==> src/hdl/lmsc_pkg.sv <==
package lmsc_pkg;

  localparam int unsigned LlrW   = 8;
  localparam int unsigned MagW   = 7;
  localparam int unsigned VarW   = 7;
  localparam int unsigned ScaleW = 8;
  localparam int unsigned ProdW  = MagW + ScaleW;
  localparam int unsigned FracW  = 7;
  localparam int unsigned AddrW  = 4;
  localparam int unsigned DataW  = 32;

  localparam logic [MagW-1:0] MagArm = 7'd127;

  localparam logic [1:0] RegLlrMax = 2'd0;
  localparam logic [1:0] RegLlrInf = 2'd1;
  localparam logic [1:0] RegScale  = 2'd2;

  typedef struct packed {
    logic accept;
    logic scale;
    logic emit;
    logic rearm;
  } cmd_t;

  typedef struct packed {
    logic idx_last;
    logic out_free;
  } sts_t;

  function automatic logic signed [LlrW-1:0] make_v2c(
    input logic signed [LlrW-1:0] llr,
    input logic signed [LlrW-1:0] c2v,
    input logic [MagW-1:0]        mx,
    input logic [MagW-1:0]        inf
  );
    logic signed [9:0] d;
    logic signed [9:0] ssoft;
    logic signed [9:0] smx;
    logic signed [9:0] sinf;
    ssoft = {{2{llr[LlrW-1]}}, llr};
    smx   = {3'b000, mx};
    sinf  = {3'b000, inf};
    d     = ssoft - {{2{c2v[LlrW-1]}}, c2v};
    if (d > smx) d = smx;
    if (d < -smx) d = -smx;
    if (ssoft >= sinf) d = sinf;
    if (ssoft <= -sinf) d = -sinf;
    return d[LlrW-1:0];
  endfunction

  function automatic logic signed [LlrW-1:0] make_soft(
    input logic signed [LlrW-1:0] c2v,
    input logic signed [LlrW-1:0] v2c,
    input logic [MagW-1:0]        mx,
    input logic [MagW-1:0]        inf
  );
    logic signed [9:0] sc;
    logic signed [9:0] sv;
    logic signed [9:0] smx;
    logic signed [9:0] sinf;
    logic signed [9:0] s;
    logic cp;
    logic cm;
    logic vp;
    logic vm;
    sc   = {{2{c2v[LlrW-1]}}, c2v};
    sv   = {{2{v2c[LlrW-1]}}, v2c};
    smx  = {3'b000, mx};
    sinf = {3'b000, inf};
    cp   = sc > smx;
    cm   = sc < -smx;
    vp   = sv > smx;
    vm   = sv < -smx;
    s    = sc + sv;
    if (s > 10'sd127) s = 10'sd127;
    if (s < -10'sd128) s = -10'sd128;
    if (s > smx || (cp && !vm) || (vp && !cm)) s = sinf;
    if (s < -smx || (cm && !vp) || (vm && !cp)) s = -sinf;
    return s[LlrW-1:0];
  endfunction

endpackage

==> src/hdl/lmsc_ctrl.sv <==
module lmsc_ctrl (
  input  logic                clk_i,
  input  logic                rst_ni,
  input  logic                in_valid_i,
  input  logic                in_last_i,
  output logic                in_ready_o,
  input  lmsc_pkg::sts_t      sts_i,
  output lmsc_pkg::cmd_t      cmd_o
);

  localparam logic [1:0] StLoad  = 2'd0;
  localparam logic [1:0] StScale = 2'd1;
  localparam logic [1:0] StEmit  = 2'd2;

  logic [1:0] state_q, state_d;

  always_comb begin
    state_d    = state_q;
    cmd_o      = '0;
    in_ready_o = 1'b0;
    case (state_q)
      StLoad: begin
        in_ready_o   = 1'b1;
        cmd_o.accept = in_valid_i;
        if (in_valid_i && in_last_i) state_d = StScale;
      end
      StScale: begin
        cmd_o.scale = 1'b1;
        state_d     = StEmit;
      end
      StEmit: begin
        if (sts_i.out_free) begin
          cmd_o.emit = 1'b1;
          if (sts_i.idx_last) begin
            cmd_o.rearm = 1'b1;
            state_d     = StLoad;
          end
        end
      end
      default: state_d = StLoad;
    endcase
  end

  always_ff @(posedge clk_i or negedge rst_ni) begin
    if (!rst_ni) begin
      state_q <= StLoad;
    end else begin
      state_q <= state_d;
    end
  end

endmodule

==> src/hdl/lmsc_dp.sv <==
module lmsc_dp #(
  parameter int MAX_DEGREE = 32
) (
  input  logic                                  clk_i,
  input  logic                                  rst_ni,
  input  lmsc_pkg::cmd_t                        cmd_i,
  output lmsc_pkg::sts_t                        sts_o,
  input  logic signed [lmsc_pkg::LlrW-1:0]      soft_llr_i,
  input  logic signed [lmsc_pkg::LlrW-1:0]      old_c2v_i,
  input  logic [lmsc_pkg::VarW-1:0]             var_index_i,
  input  logic [lmsc_pkg::MagW-1:0]             llr_max_i,
  input  logic [lmsc_pkg::MagW-1:0]             llr_inf_i,
  input  logic [lmsc_pkg::ScaleW-1:0]           scale_i,
  input  logic                                  out_ready_i,
  output logic                                  out_valid_o,
  output logic signed [lmsc_pkg::LlrW-1:0]      new_soft_o,
  output logic signed [lmsc_pkg::LlrW-1:0]      new_c2v_o,
  output logic [lmsc_pkg::VarW-1:0]             out_var_index_o,
  output logic                                  last_result_o
);

  localparam int unsigned AW = $clog2(MAX_DEGREE);
  localparam int unsigned CW = $clog2(MAX_DEGREE + 1);
  localparam int unsigned EW = lmsc_pkg::LlrW + lmsc_pkg::VarW;

  logic [EW-1:0] mem [MAX_DEGREE];
  logic [EW-1:0] rd_q;

  logic [CW-1:0] count_q, count_d;
  logic [AW-1:0] idx_q, idx_d;
  logic [lmsc_pkg::MagW-1:0] min_q, min_d, sec_q, sec_d;
  logic [lmsc_pkg::VarW-1:0] min_var_q, min_var_d;
  logic sign_q, sign_d;
  logic [lmsc_pkg::MagW-1:0] sc_min_q, sc_sec_q;
  logic out_vld_q;

  logic                              store;
  logic signed [lmsc_pkg::LlrW-1:0]  v2c;
  logic [lmsc_pkg::LlrW-1:0]         v2c_abs;
  logic [lmsc_pkg::MagW-1:0]         mag;
  logic [lmsc_pkg::ProdW-1:0]        prod_min, prod_sec;
  logic [lmsc_pkg::LlrW-1:0]         tr_min, tr_sec;
  logic [lmsc_pkg::MagW-1:0]         cap_min, cap_sec;
  logic                              rd_en;
  logic [AW-1:0]                     rd_addr;
  logic signed [lmsc_pkg::LlrW-1:0]  rd_v2c;
  logic [lmsc_pkg::VarW-1:0]         rd_var;
  logic [lmsc_pkg::MagW-1:0]         sel_mag;
  logic signed [lmsc_pkg::LlrW-1:0]  nc;

  // edge tracking
  assign store   = cmd_i.accept && (count_q < CW'(MAX_DEGREE));
  assign v2c     = lmsc_pkg::make_v2c(soft_llr_i, old_c2v_i, llr_max_i, llr_inf_i);
  assign v2c_abs = v2c[lmsc_pkg::LlrW-1] ? -v2c : v2c;
  assign mag     = v2c_abs[lmsc_pkg::MagW-1:0];

  always_comb begin
    count_d   = count_q;
    min_d     = min_q;
    sec_d     = sec_q;
    min_var_d = min_var_q;
    sign_d    = sign_q;
    if (cmd_i.rearm) begin
      count_d   = '0;
      min_d     = lmsc_pkg::MagArm;
      sec_d     = lmsc_pkg::MagArm;
      min_var_d = '0;
      sign_d    = 1'b0;
    end else if (store) begin
      count_d = count_q + CW'(1);
      sign_d  = sign_q ^ v2c[lmsc_pkg::LlrW-1];
      if (min_q > mag) begin
        sec_d     = min_q;
        min_d     = mag;
        min_var_d = var_index_i;
      end else if (sec_q > mag) begin
        sec_d = mag;
      end
    end
  end

  always_ff @(posedge clk_i or negedge rst_ni) begin
    if (!rst_ni) begin
      count_q   <= '0;
      min_q     <= lmsc_pkg::MagArm;
      sec_q     <= lmsc_pkg::MagArm;
      min_var_q <= '0;
      sign_q    <= 1'b0;
      idx_q     <= '0;
    end else begin
      count_q   <= count_d;
      min_q     <= min_d;
      sec_q     <= sec_d;
      min_var_q <= min_var_d;
      sign_q    <= sign_d;
      idx_q     <= idx_d;
    end
  end

  // edge store
  always_ff @(posedge clk_i) begin
    if (store) mem[count_q[AW-1:0]] <= {var_index_i, v2c};
    if (rd_en) rd_q <= mem[rd_addr];
  end

  assign rd_en   = cmd_i.scale || cmd_i.emit;
  assign rd_addr = cmd_i.scale ? '0 : idx_q + AW'(1);

  always_comb begin
    idx_d = idx_q;
    if (cmd_i.scale) idx_d = '0;
    else if (cmd_i.emit) idx_d = idx_q + AW'(1);
  end

  // scaled magnitudes, one per check
  assign prod_min = lmsc_pkg::ProdW'(min_q) * lmsc_pkg::ProdW'(scale_i);
  assign prod_sec = lmsc_pkg::ProdW'(sec_q) * lmsc_pkg::ProdW'(scale_i);
  assign tr_min   = prod_min[lmsc_pkg::ProdW-1:lmsc_pkg::FracW];
  assign tr_sec   = prod_sec[lmsc_pkg::ProdW-1:lmsc_pkg::FracW];
  assign cap_min  = (tr_min > {1'b0, llr_max_i}) ? llr_max_i : tr_min[lmsc_pkg::MagW-1:0];
  assign cap_sec  = (tr_sec > {1'b0, llr_max_i}) ? llr_max_i : tr_sec[lmsc_pkg::MagW-1:0];

  always_ff @(posedge clk_i) begin
    if (cmd_i.scale) begin
      sc_min_q <= cap_min;
      sc_sec_q <= cap_sec;
    end
  end

  // result
  assign rd_v2c  = rd_q[lmsc_pkg::LlrW-1:0];
  assign rd_var  = rd_q[EW-1:lmsc_pkg::LlrW];
  assign sel_mag = (rd_var == min_var_q) ? sc_sec_q : sc_min_q;
  assign nc      = (rd_v2c[lmsc_pkg::LlrW-1] ^ sign_q) ? -{1'b0, sel_mag} : {1'b0, sel_mag};

  assign sts_o.idx_last = (CW'(idx_q) + CW'(1)) == count_q;
  assign sts_o.out_free = !out_vld_q || out_ready_i;

  always_ff @(posedge clk_i or negedge rst_ni) begin
    if (!rst_ni) begin
      out_vld_q <= 1'b0;
    end else if (cmd_i.emit) begin
      out_vld_q <= 1'b1;
    end else if (out_ready_i) begin
      out_vld_q <= 1'b0;
    end
  end

  always_ff @(posedge clk_i) begin
    if (cmd_i.emit) begin
      new_soft_o      <= lmsc_pkg::make_soft(nc, rd_v2c, llr_max_i, llr_inf_i);
      new_c2v_o       <= nc;
      out_var_index_o <= rd_var;
      last_result_o   <= sts_o.idx_last;
    end
  end

  assign out_valid_o = out_vld_q;

endmodule

==> src/hdl/ldpc_min_sum_check_node_core.sv <==
// Load: one edge beat per cycle, s_axis_tready high until the tlast beat is taken.
// Emit: scale min and second min in StScale, then one result per cycle from the
//   edge store (registered read), held back only by m_axis_tready.
// Reset (rst_ni low, async): llr_max 120, llr_inf 127, scale_q 102,
//   tracker re-armed, output empty. Edge store contents are not cleared.
module ldpc_min_sum_check_node_core #(
  parameter int MAX_DEGREE = 32
) (
  input  logic                         clk_i,
  input  logic                         rst_ni,
  input  logic                         s_axis_tvalid,
  output logic                         s_axis_tready,
  input  logic [23:0]                  s_axis_tdata,  // soft_llr, old_c2v, var_index, pad
  input  logic                         s_axis_tlast,  // last_edge
  output logic                         m_axis_tvalid,
  input  logic                         m_axis_tready,
  output logic [23:0]                  m_axis_tdata,  // new_soft, new_c2v, out_var_index, pad
  output logic                         m_axis_tlast,  // last_result
  input  logic                         psel,
  input  logic                         penable,
  input  logic                         pwrite,
  input  logic [lmsc_pkg::AddrW-1:0]   paddr,
  input  logic [lmsc_pkg::DataW-1:0]   pwdata,
  output logic [lmsc_pkg::DataW-1:0]   prdata,
  output logic                         pready
);

  logic [lmsc_pkg::MagW-1:0]   llr_max_q;
  logic [lmsc_pkg::MagW-1:0]   llr_inf_q;
  logic [lmsc_pkg::ScaleW-1:0] scale_q_q;
  logic                        wr_en;
  logic [1:0]                  reg_sel;

  lmsc_pkg::cmd_t cmd;
  lmsc_pkg::sts_t sts;

  logic signed [lmsc_pkg::LlrW-1:0] new_soft;
  logic signed [lmsc_pkg::LlrW-1:0] new_c2v;
  logic [lmsc_pkg::VarW-1:0]        out_var_index;

  assign pready  = 1'b1;
  assign wr_en   = psel && penable && pwrite;
  assign reg_sel = paddr[3:2];

  always_ff @(posedge clk_i or negedge rst_ni) begin
    if (!rst_ni) begin
      llr_max_q <= 7'd120;
      llr_inf_q <= 7'd127;
      scale_q_q <= 8'd102;
    end else if (wr_en) begin
      case (reg_sel)
        lmsc_pkg::RegLlrMax: llr_max_q <= pwdata[lmsc_pkg::MagW-1:0];
        lmsc_pkg::RegLlrInf: llr_inf_q <= pwdata[lmsc_pkg::MagW-1:0];
        lmsc_pkg::RegScale:  scale_q_q <= pwdata[lmsc_pkg::ScaleW-1:0];
        default: ;
      endcase
    end
  end

  always_comb begin
    case (reg_sel)
      lmsc_pkg::RegLlrMax: prdata = lmsc_pkg::DataW'(llr_max_q);
      lmsc_pkg::RegLlrInf: prdata = lmsc_pkg::DataW'(llr_inf_q);
      lmsc_pkg::RegScale:  prdata = lmsc_pkg::DataW'(scale_q_q);
      default:             prdata = '0;
    endcase
  end

  lmsc_ctrl u_ctrl (
    .clk_i      (clk_i),
    .rst_ni     (rst_ni),
    .in_valid_i (s_axis_tvalid),
    .in_last_i  (s_axis_tlast),
    .in_ready_o (s_axis_tready),
    .sts_i      (sts),
    .cmd_o      (cmd)
  );

  lmsc_dp #(
    .MAX_DEGREE (MAX_DEGREE)
  ) u_dp (
    .clk_i           (clk_i),
    .rst_ni          (rst_ni),
    .cmd_i           (cmd),
    .sts_o           (sts),
    .soft_llr_i      (s_axis_tdata[7:0]),
    .old_c2v_i       (s_axis_tdata[15:8]),
    .var_index_i     (s_axis_tdata[22:16]),
    .llr_max_i       (llr_max_q),
    .llr_inf_i       (llr_inf_q),
    .scale_i         (scale_q_q),
    .out_ready_i     (m_axis_tready),
    .out_valid_o     (m_axis_tvalid),
    .new_soft_o      (new_soft),
    .new_c2v_o       (new_c2v),
    .out_var_index_o (out_var_index),
    .last_result_o   (m_axis_tlast)
  );

  assign m_axis_tdata = {1'b0, out_var_index, new_c2v, new_soft};

endmodule

==> config.mk <==
export PLATFORM = sky130hd
export DESIGN_NAME = ldpc_min_sum_check_node_core
export DESIGN_NICKNAME = d
export VERILOG_FILES = /design/src/hdl/lmsc_pkg.sv /design/src/hdl/lmsc_ctrl.sv /design/src/hdl/lmsc_dp.sv /design/src/hdl/ldpc_min_sum_check_node_core.sv
export SDC_FILE = /design/constraint.sdc
export NUM_CORES = 1
export LEC_CHECK = 0
export BUFFER_PORTS_ARGS = -buffer_cell sky130_fd_sc_hd__buf_4
export CAP_MARGIN = 20
export CELL_PAD_IN_SITES_DETAIL_PLACEMENT = 0
export CELL_PAD_IN_SITES_GLOBAL_PLACEMENT = 2
export CORE_UTILIZATION = 47
export DETAILED_ROUTE_END_ITERATION = 7
export MAX_ROUTING_LAYER = met4
export PLACE_DENSITY = 0.95
export SLEW_MARGIN = 5
export SYNTH_ARGS = -nofsm -noshare
export SYNTH_HDL_FRONTEND = slang
export SYNTH_SLANG_ARGS = --single-unit
export TNS_END_PERCENT = 100
==> constraint.sdc <==
create_clock -name clk_i -period 13.4 [get_ports clk_i]
set_clock_uncertainty 0.05 [all_clocks]
set_input_delay 2.01 -clock clk_i [delete_from_list [all_inputs] [get_ports clk_i]]
set_output_delay 2.01 -clock clk_i [all_outputs]
set_load 0.05 [all_outputs]
# Word level (Yosys, flattened, before mapping)
# Memory sizes are Yosys's and may differ from the RTL's. A register that Yosys moved wholly into a read port is not among the register bits.
# Index checks and enable logic that the tools add are counted.
dict set report word_totals {
  memories 1
  ramBits 480
  reg_bits 96
  in_bits 68
}
dict set report op_classes {
  eq_ne 9
  reduce_logical 32
  n_bitwise 2
  mul 2
  muxes 48
  magnitude_cmp 17
  n_addsub 9
}
# memory depth width rd rd_ports_with_merged_regs wr line
set memory_table {}
lappend memory_table {u_dp.mem 32 15 1 1 1 lmsc_dp.sv:26} ;# logic [EW-1:0] mem [MAX_DEGREE];
# operator n
set op_table {}
lappend op_table {{$mux W7} 14}
lappend op_table {{$mux W10} 7}
lappend op_table {{$mux W8} 5}
lappend op_table {{$mul A7 B8 Y15} 2}
lappend op_table {{$pmux W8 S3} 1}
lappend op_table {{$gt A10 B8 Y1} 2}
lappend op_table {{$lt A10 B10 Y1} 2}
lappend op_table {{$lt A8 B10 Y1} 2}
lappend op_table {{$neg A7 Y10} 2}
lappend op_table {{$gt A8 B7 Y1} 2}
lappend op_table {{$gt A8 B8 Y1} 2}
lappend op_table {{$mux W5} 3}
lappend op_table {{$gt A7 B7 Y1} 2}
lappend op_table {{$mux W6} 2}
lappend op_table {{$gt A10 B8 Y1 const B} 1}
lappend op_table {{$le A8 B10 Y1} 1}
lappend op_table {{$lt A10 B8 Y1 const B} 1}
lappend op_table {{$mux W1} 10}
lappend op_table {{$mux W2} 5}
lappend op_table {{$reduce_and A2 Y1} 5}
lappend op_table {{$add A8 B8 Y9} 1}
lappend op_table {{$sub A8 B8 Y9} 1}
lappend op_table {{$ge A8 B8 Y1} 1}
lappend op_table {{$logic_and A1 B1 Y1} 8}
lappend op_table {{20 further kinds} 37}

# Depth between registers and ports, before layout
dict set report logic_depth {
  depth_word 20
  mapped_depth 49
}

# Cells and area by module
# From an unflattened synthesis, not the netlist that was laid out.
dict set report hier_totals {
  cells_unflattened 2693
  hier_area_um2 32012.0
}
# module area_per_inst_um2 cells_per_inst seq_area_each_um2 n_inst
set by_module_without_submodules {}
lappend by_module_without_submodules {lmsc_dp 30669.4 2579 16873.7 1}
lappend by_module_without_submodules {ldpc_min_sum_check_node_core 1231.2 102 569.3 1}
lappend by_module_without_submodules {lmsc_ctrl 111.4 12 50.0 1}

# Worst setup path before layout
# No wires, ideal clock.
dict set report synth_timing {
  path_type {input to register}
  start {input s_axis_tdata[0]}
  end {register u_dp.sec_q[1] in the netlist's numbering}
  setup_slack_ps 3234
  path_stages 38
  setup_time_ps 98
  required_ps 13252
  arrival_ps 10018
  cell_sequence {inv_1 ha_1 inv_1 fa_1 a21o_1 a21o_1 a21oi_1 inv_1 a21oi_1 xnor2_1 ha_1 a2111o_1 ha_1 nand2b_1 buf_2 mux2_2 ha_1 a21o_1 (+2 left out) o21ai_0 a2111oi_0 a21o_1 o21ai_1 nor2_1 a211oi_2 nor2_1 o31ai_1 xnor2_1 ha_1 and4_1 o21ai_0 nand2_1 o21ai_0 nor3_1 or3_1 buf_1 a221oi_1}
}
dict set report synth_via {
  elab_chain_cells 13
  word_cells_on_any_way 19
}
# element line
set synth_lines {}
lappend synth_lines {{start: declaration} ldpc_min_sum_check_node_core.sv:13} ;# input logic [23:0] s_axis_tdata,
lappend synth_lines {{$sub A8 B8 Y9} lmsc_pkg.sv:43} ;# d = ssoft - {{2{c2v[LlrW-1]}}, c2v};
lappend synth_lines {{$gt A10 B8 Y1} lmsc_pkg.sv:44} ;# if (d > smx) d = smx;
lappend synth_lines {{$mux W10} lmsc_pkg.sv:44}
lappend synth_lines {{$lt A10 B10 Y1} lmsc_pkg.sv:45} ;# if (d < -smx) d = -smx;
lappend synth_lines {{$mux W8} lmsc_pkg.sv:45}
lappend synth_lines {{$mux W8} lmsc_pkg.sv:46} ;# if (ssoft >= sinf) d = sinf;
lappend synth_lines {{$mux W8 (*)} lmsc_pkg.sv:47} ;# if (ssoft <= -sinf) d = -sinf;
lappend synth_lines {{named net u_dp.v2c, one bit} lmsc_dp.sv:38} ;# logic signed [lmsc_pkg::LlrW-1:0] v2c;
lappend synth_lines {{$neg A7 Y7} lmsc_dp.sv:54} ;# assign v2c_abs = v2c[lmsc_pkg::LlrW-1] ? -v2c : v2c;
lappend synth_lines {{$mux W7 (*)} lmsc_dp.sv:54}
lappend synth_lines {{$gt A7 B7 Y1} lmsc_dp.sv:72} ;# if (min_q > mag) begin
lappend synth_lines {{$mux W7} lmsc_dp.sv:72}
lappend synth_lines {{$mux W7} lmsc_dp.sv:69} ;# end else if (store) begin
lappend synth_lines {{$mux W7} lmsc_dp.sv:63} ;# if (cmd_i.rearm) begin
lappend synth_lines {{end signal: assignment} lmsc_dp.sv:86} ;# sec_q <= lmsc_pkg::MagArm;
lappend synth_lines {{end: declaration} lmsc_dp.sv:31} ;# logic [lmsc_pkg::MagW-1:0] min_q, min_d, sec_q, sec_d;
# The timed path passes the listed nets; every way through them passes the cells marked *. The select of a mux whose other input is x is not followed.
# A chain may end at the register's enable or synchronous reset.

# Final worst setup path
dict set report layout_timing {
  start {input s_axis_tdata[0]}
  end {register u_dp.sec_q[1] in the netlist's numbering}
}
dict set report layout_via {
  word_cells_on_any_way 19
}
# element line
set layout_lines {}
lappend layout_lines {{$sub A8 B8 Y9} lmsc_pkg.sv:43}
lappend layout_lines {{$gt A10 B8 Y1} lmsc_pkg.sv:44}
lappend layout_lines {{$mux W10} lmsc_pkg.sv:44}
lappend layout_lines {{$lt A10 B10 Y1} lmsc_pkg.sv:45}
lappend layout_lines {{$mux W8} lmsc_pkg.sv:45}
lappend layout_lines {{$mux W8} lmsc_pkg.sv:46}
lappend layout_lines {{$mux W8 (*)} lmsc_pkg.sv:47}
lappend layout_lines {{named net u_dp.v2c, one bit} lmsc_dp.sv:38}
lappend layout_lines {{$mux W7 (*)} lmsc_dp.sv:54}
lappend layout_lines {{$gt A7 B7 Y1 or $mux W7 (tied branches)} {lmsc_dp.sv:72, lmsc_dp.sv:76}}
lappend layout_lines {{$mux W7} lmsc_dp.sv:72}
lappend layout_lines {{$mux W7} lmsc_dp.sv:69}
lappend layout_lines {{$mux W7} lmsc_dp.sv:63}
# Marked as above.

==> impl_metrics.json <==
{
  "clock_path_buffers": 3,
  "wl_per_cell_um": 22.5,
  "hold_path_class": "flip-flop to flip-flop",
  "async_reset_ff_frac": 0.0981,
  "ys_ff_latch": 591,
  "dr.pass1.iters": 5,
  "critPathArrivalTime_ns": 11.68,
  "ctsHtreeMaxLevel": 2,
  "cts_resized": 0,
  "vias_per_cell": 5.90,
  "grt_use_total": 0.246,
  "setup_violations": 0,
  "synth_edf_count": 533,
  "ys.flop_type": "edfxtp_1",
  "final_cell_area_um2": 35200,
  "clk_pin_slew_ns": 0.06,
  "grt_pass1_vias": 21300,
  "vias": 21400,
  "post-route-util": 0.530,
  "crit_top_cell": "a21o_1",
  "drc_errors": 0,
  "synth_cells": 2657,
  "ctsHoldBuffers": 0,
  "place_area_um2": 33300,
  "synth_cell_type_count": 82,
  "io_buffers": 74,
  "die_w_um": 262,
  "place.gp.congestion": 0.882,
  "core_um2": 66300,
  "crit_family": "compound AO/OA/AOI/OAI gates",
  "fin_crit_sh": 0.837,
  "cts_buffers": 61,
  "dr.first_iter.drc_count": 1858,
  "syn2layout_area_growth_pct": 10.7,
  "grt_pass1_wl_um": 124000,
  "io_pins": 128,
  "slowest_delay_ns": 0.56,
  "antenna_found_initial": 0,
  "yosysSeqAreaShare": 0.550,
  "grt_remaining_overflow": 0,
  "slew_headroom": 0.239,
  "slew_viol_final": 0,
  "start_kind": "input pin",
  "clock-sinks": 591,
  "hold_violations": 0,
  "syn_area_per_cell_um2": 12.0,
  "yosysWarnings": 0,
  "max_freq_ghz": 0.0891,
  "worstPathRequired_ns": 13.86,
  "crit_fanout": 22,
  "rsz0062_at_grt": "no",
  "synth_area_leaders": "edfxtp_1 (50%), ha_1 (7.6%), nand2_1 (3.7%)",
  "netlist_area_um2": 31800,
  "post_cts_buffers": 0,
  "cts_tree": "yes",
  "crit_path_top_delay_cell": "or3_1",
  "finalCriticalPeriod_ns": 11.22,
  "fin_tns_setup_ns": 0,
  "post-dp-hpwl_um": 52500,
  "cp-end-kind": "flip-flop",
  "worstSetupPathType": "input pin to flip-flop",
  "diodes": 0,
  "wirelength_um": 81500,
  "tightest_slew_ns": 1.14,
  "critPathBufInv": 5,
  "cap_violations": 0,
  "ant_nets": 0,
  "rows": 94,
  "cts-root-buf": "clkbuf_16",
  "initial_core_util": 0.479,
  "yosys.area.top_type_share": 0.504,
  "die-area_um2": 68700,
  "clock_latency_ns": 0.64,
  "synth_top_area_cell": "edfxtp_1",
  "nNetsFinal": 3036,
  "die_h_um": 262,
  "drive_gt1_frac": 0.139,
  "grt_max_degree": 75,
  "status": "finished clean"
}
[worst reg2reg max path: cells and delay by family, from the launching register on]
family | cells | cell delay (ns)
flip-flops | 1 | 0.50
AO/OA/AOI/OAI | 16 | 2.66
adder cells (fa/ha/maj) | 4 | 1.60
AND/OR/NAND/NOR | 16 | 3.70
multiplexers | 3 | 0.44
buffers and inverters | 1 | 0.12
XOR/XNOR | 2 | 0.78
[routing by layer]
metal | global-route usage | part of all wire
met1 | 0.322 | 0.42
met2 | 0.404 | 0.49
met3 | 0.0284 | 0.064
met4 | 0.0706 | 0.026
met5 | - | 0
[worst paths after layout]
kind                                                     end  cells after the start                    start  slack (ns)
max reg2reg                     u_dp.new_soft_o[0]$_DFFE_PP_                     42  u_dp.rd_q[13]$_DFFE_PP_        3.26
min in group asynchronous           llr_max_q[1]$_DFFE_PN0P_                      1                   rst_ni        1.42
min reg2reg                u_dp.out_var_index_o[1]$_DFFE_PP_                      0   u_dp.rd_q[9]$_DFFE_PP_        0.42
min                        u_dp.out_var_index_o[1]$_DFFE_PP_                      0   u_dp.rd_q[9]$_DFFE_PP_        0.42
max                                u_dp.sec_q[1]$_DFFE_PN1P_                     40          s_axis_tdata[0]        2.18
max in group asynchronous          u_dp.idx_q[0]$_DFFE_PN0P_                      1                   rst_ni       11.25
[flip-flops by register name (all words and copies together), names as in the netlist]
| register | flops |
|---|---|
| llr_inf_q | 7 |
| u_dp.idx_q | 5 |
| u_dp.sign_q | 1 |
| u_dp.last_result_o | 1 |
| u_dp.sc_min_q | 7 |
| scale_q_q | 8 |
| u_dp.sc_sec_q | 7 |
| u_dp.min_q | 7 |
| llr_max_q | 7 |
| u_dp.count_q | 6 |
| u_dp.rd_q | 15 |
| u_dp.sec_q | 7 |
| u_dp.new_soft_o | 8 |
| u_dp.out_var_index_o | 7 |
| u_ctrl.state_q | 2 |
| u_dp.mem | 480 |
| u_dp.min_var_q | 7 |
| u_dp.new_c2v_o | 8 |
| u_dp.out_valid_o | 1 |
[cells by family (layout without fill, tap and decap cells)]
family	Yosys count	count (layout)	share of synthesized area
xor+xnor	67	67	0.0185
flops	591	591	0.550
mux	164	164	0.0606
buf+inv	289	374	0.0382
simple gates	718	718	0.105
other cells	2	26	0.000236
fa+ha+maj	252	252	0.113
compound gates	574	574	0.114
[stage by stage]
| stage | hold slack, ns | cells | worst slack, ns |
|---|---|---|---|
| after global placement | 0.421 | 3513 | 1.86 |
| after CTS | 0.425 | 3626 | 2.21 |
| after detailed placement | 0.411 | 3513 | 1.61 |
| after floorplan | 0.399 | 2681 | 3.23 |
| final | 0.424 | 3630 | 2.18 |
| after global routing | 0.463 | 3630 | 1.25 |
[cells in the mapped netlist, types with 39 or more instances]
library cell	n
fa_1	58
nor2b_1	43
nand3_1	39
nand2_1	311
o21ai_0	152
and2_1	42
inv_1	129
xnor2_1	42
a311oi_1	39
edfxtp_1	533
nor2_1	147
mux2_2	73
mux2i_1	72
ha_1	194
a21oi_1	156
clkbuf_1	108
[cells in the final DEF, fill, tap and decap left out, types with 26 or more instances in the layout]
cell type	synthesis	final
o21a_1	27	27
fa_1	58	58
a211oi_1	34	34
buf_4	26	126
a21oi_1	156	156
ha_1	194	193
nor3_1	36	35
edfxtp_1	533	533
clkbuf_16	0	61
dfrtp_1	29	28
mux2_2	73	73
dfstp_2	29	29
nand2_1	311	310
o221ai_1	27	27
nor2_1	147	136
xnor2_1	42	41
nand3_1	39	39
mux2i_1	72	72
and2_1	42	41
nor2b_1	43	43
o21ai_0	152	152
a311oi_1	39	39
inv_1	129	129
conb_1	2	26
a31oi_1	27	27
[final cells by class]
class                      instances  area, um2
inverter                         131        492
tap                              864       1080
timing repair buffer             130        986
fill                            5586      31200
clock buffer                      83       1650
clock inverter                    30        201
multi-input combinational       1801      13300
sequential                       591      17500
Power is not shown: default switching activity piles up to over one toggle a cycle in this logic, so the estimate is an artifact.
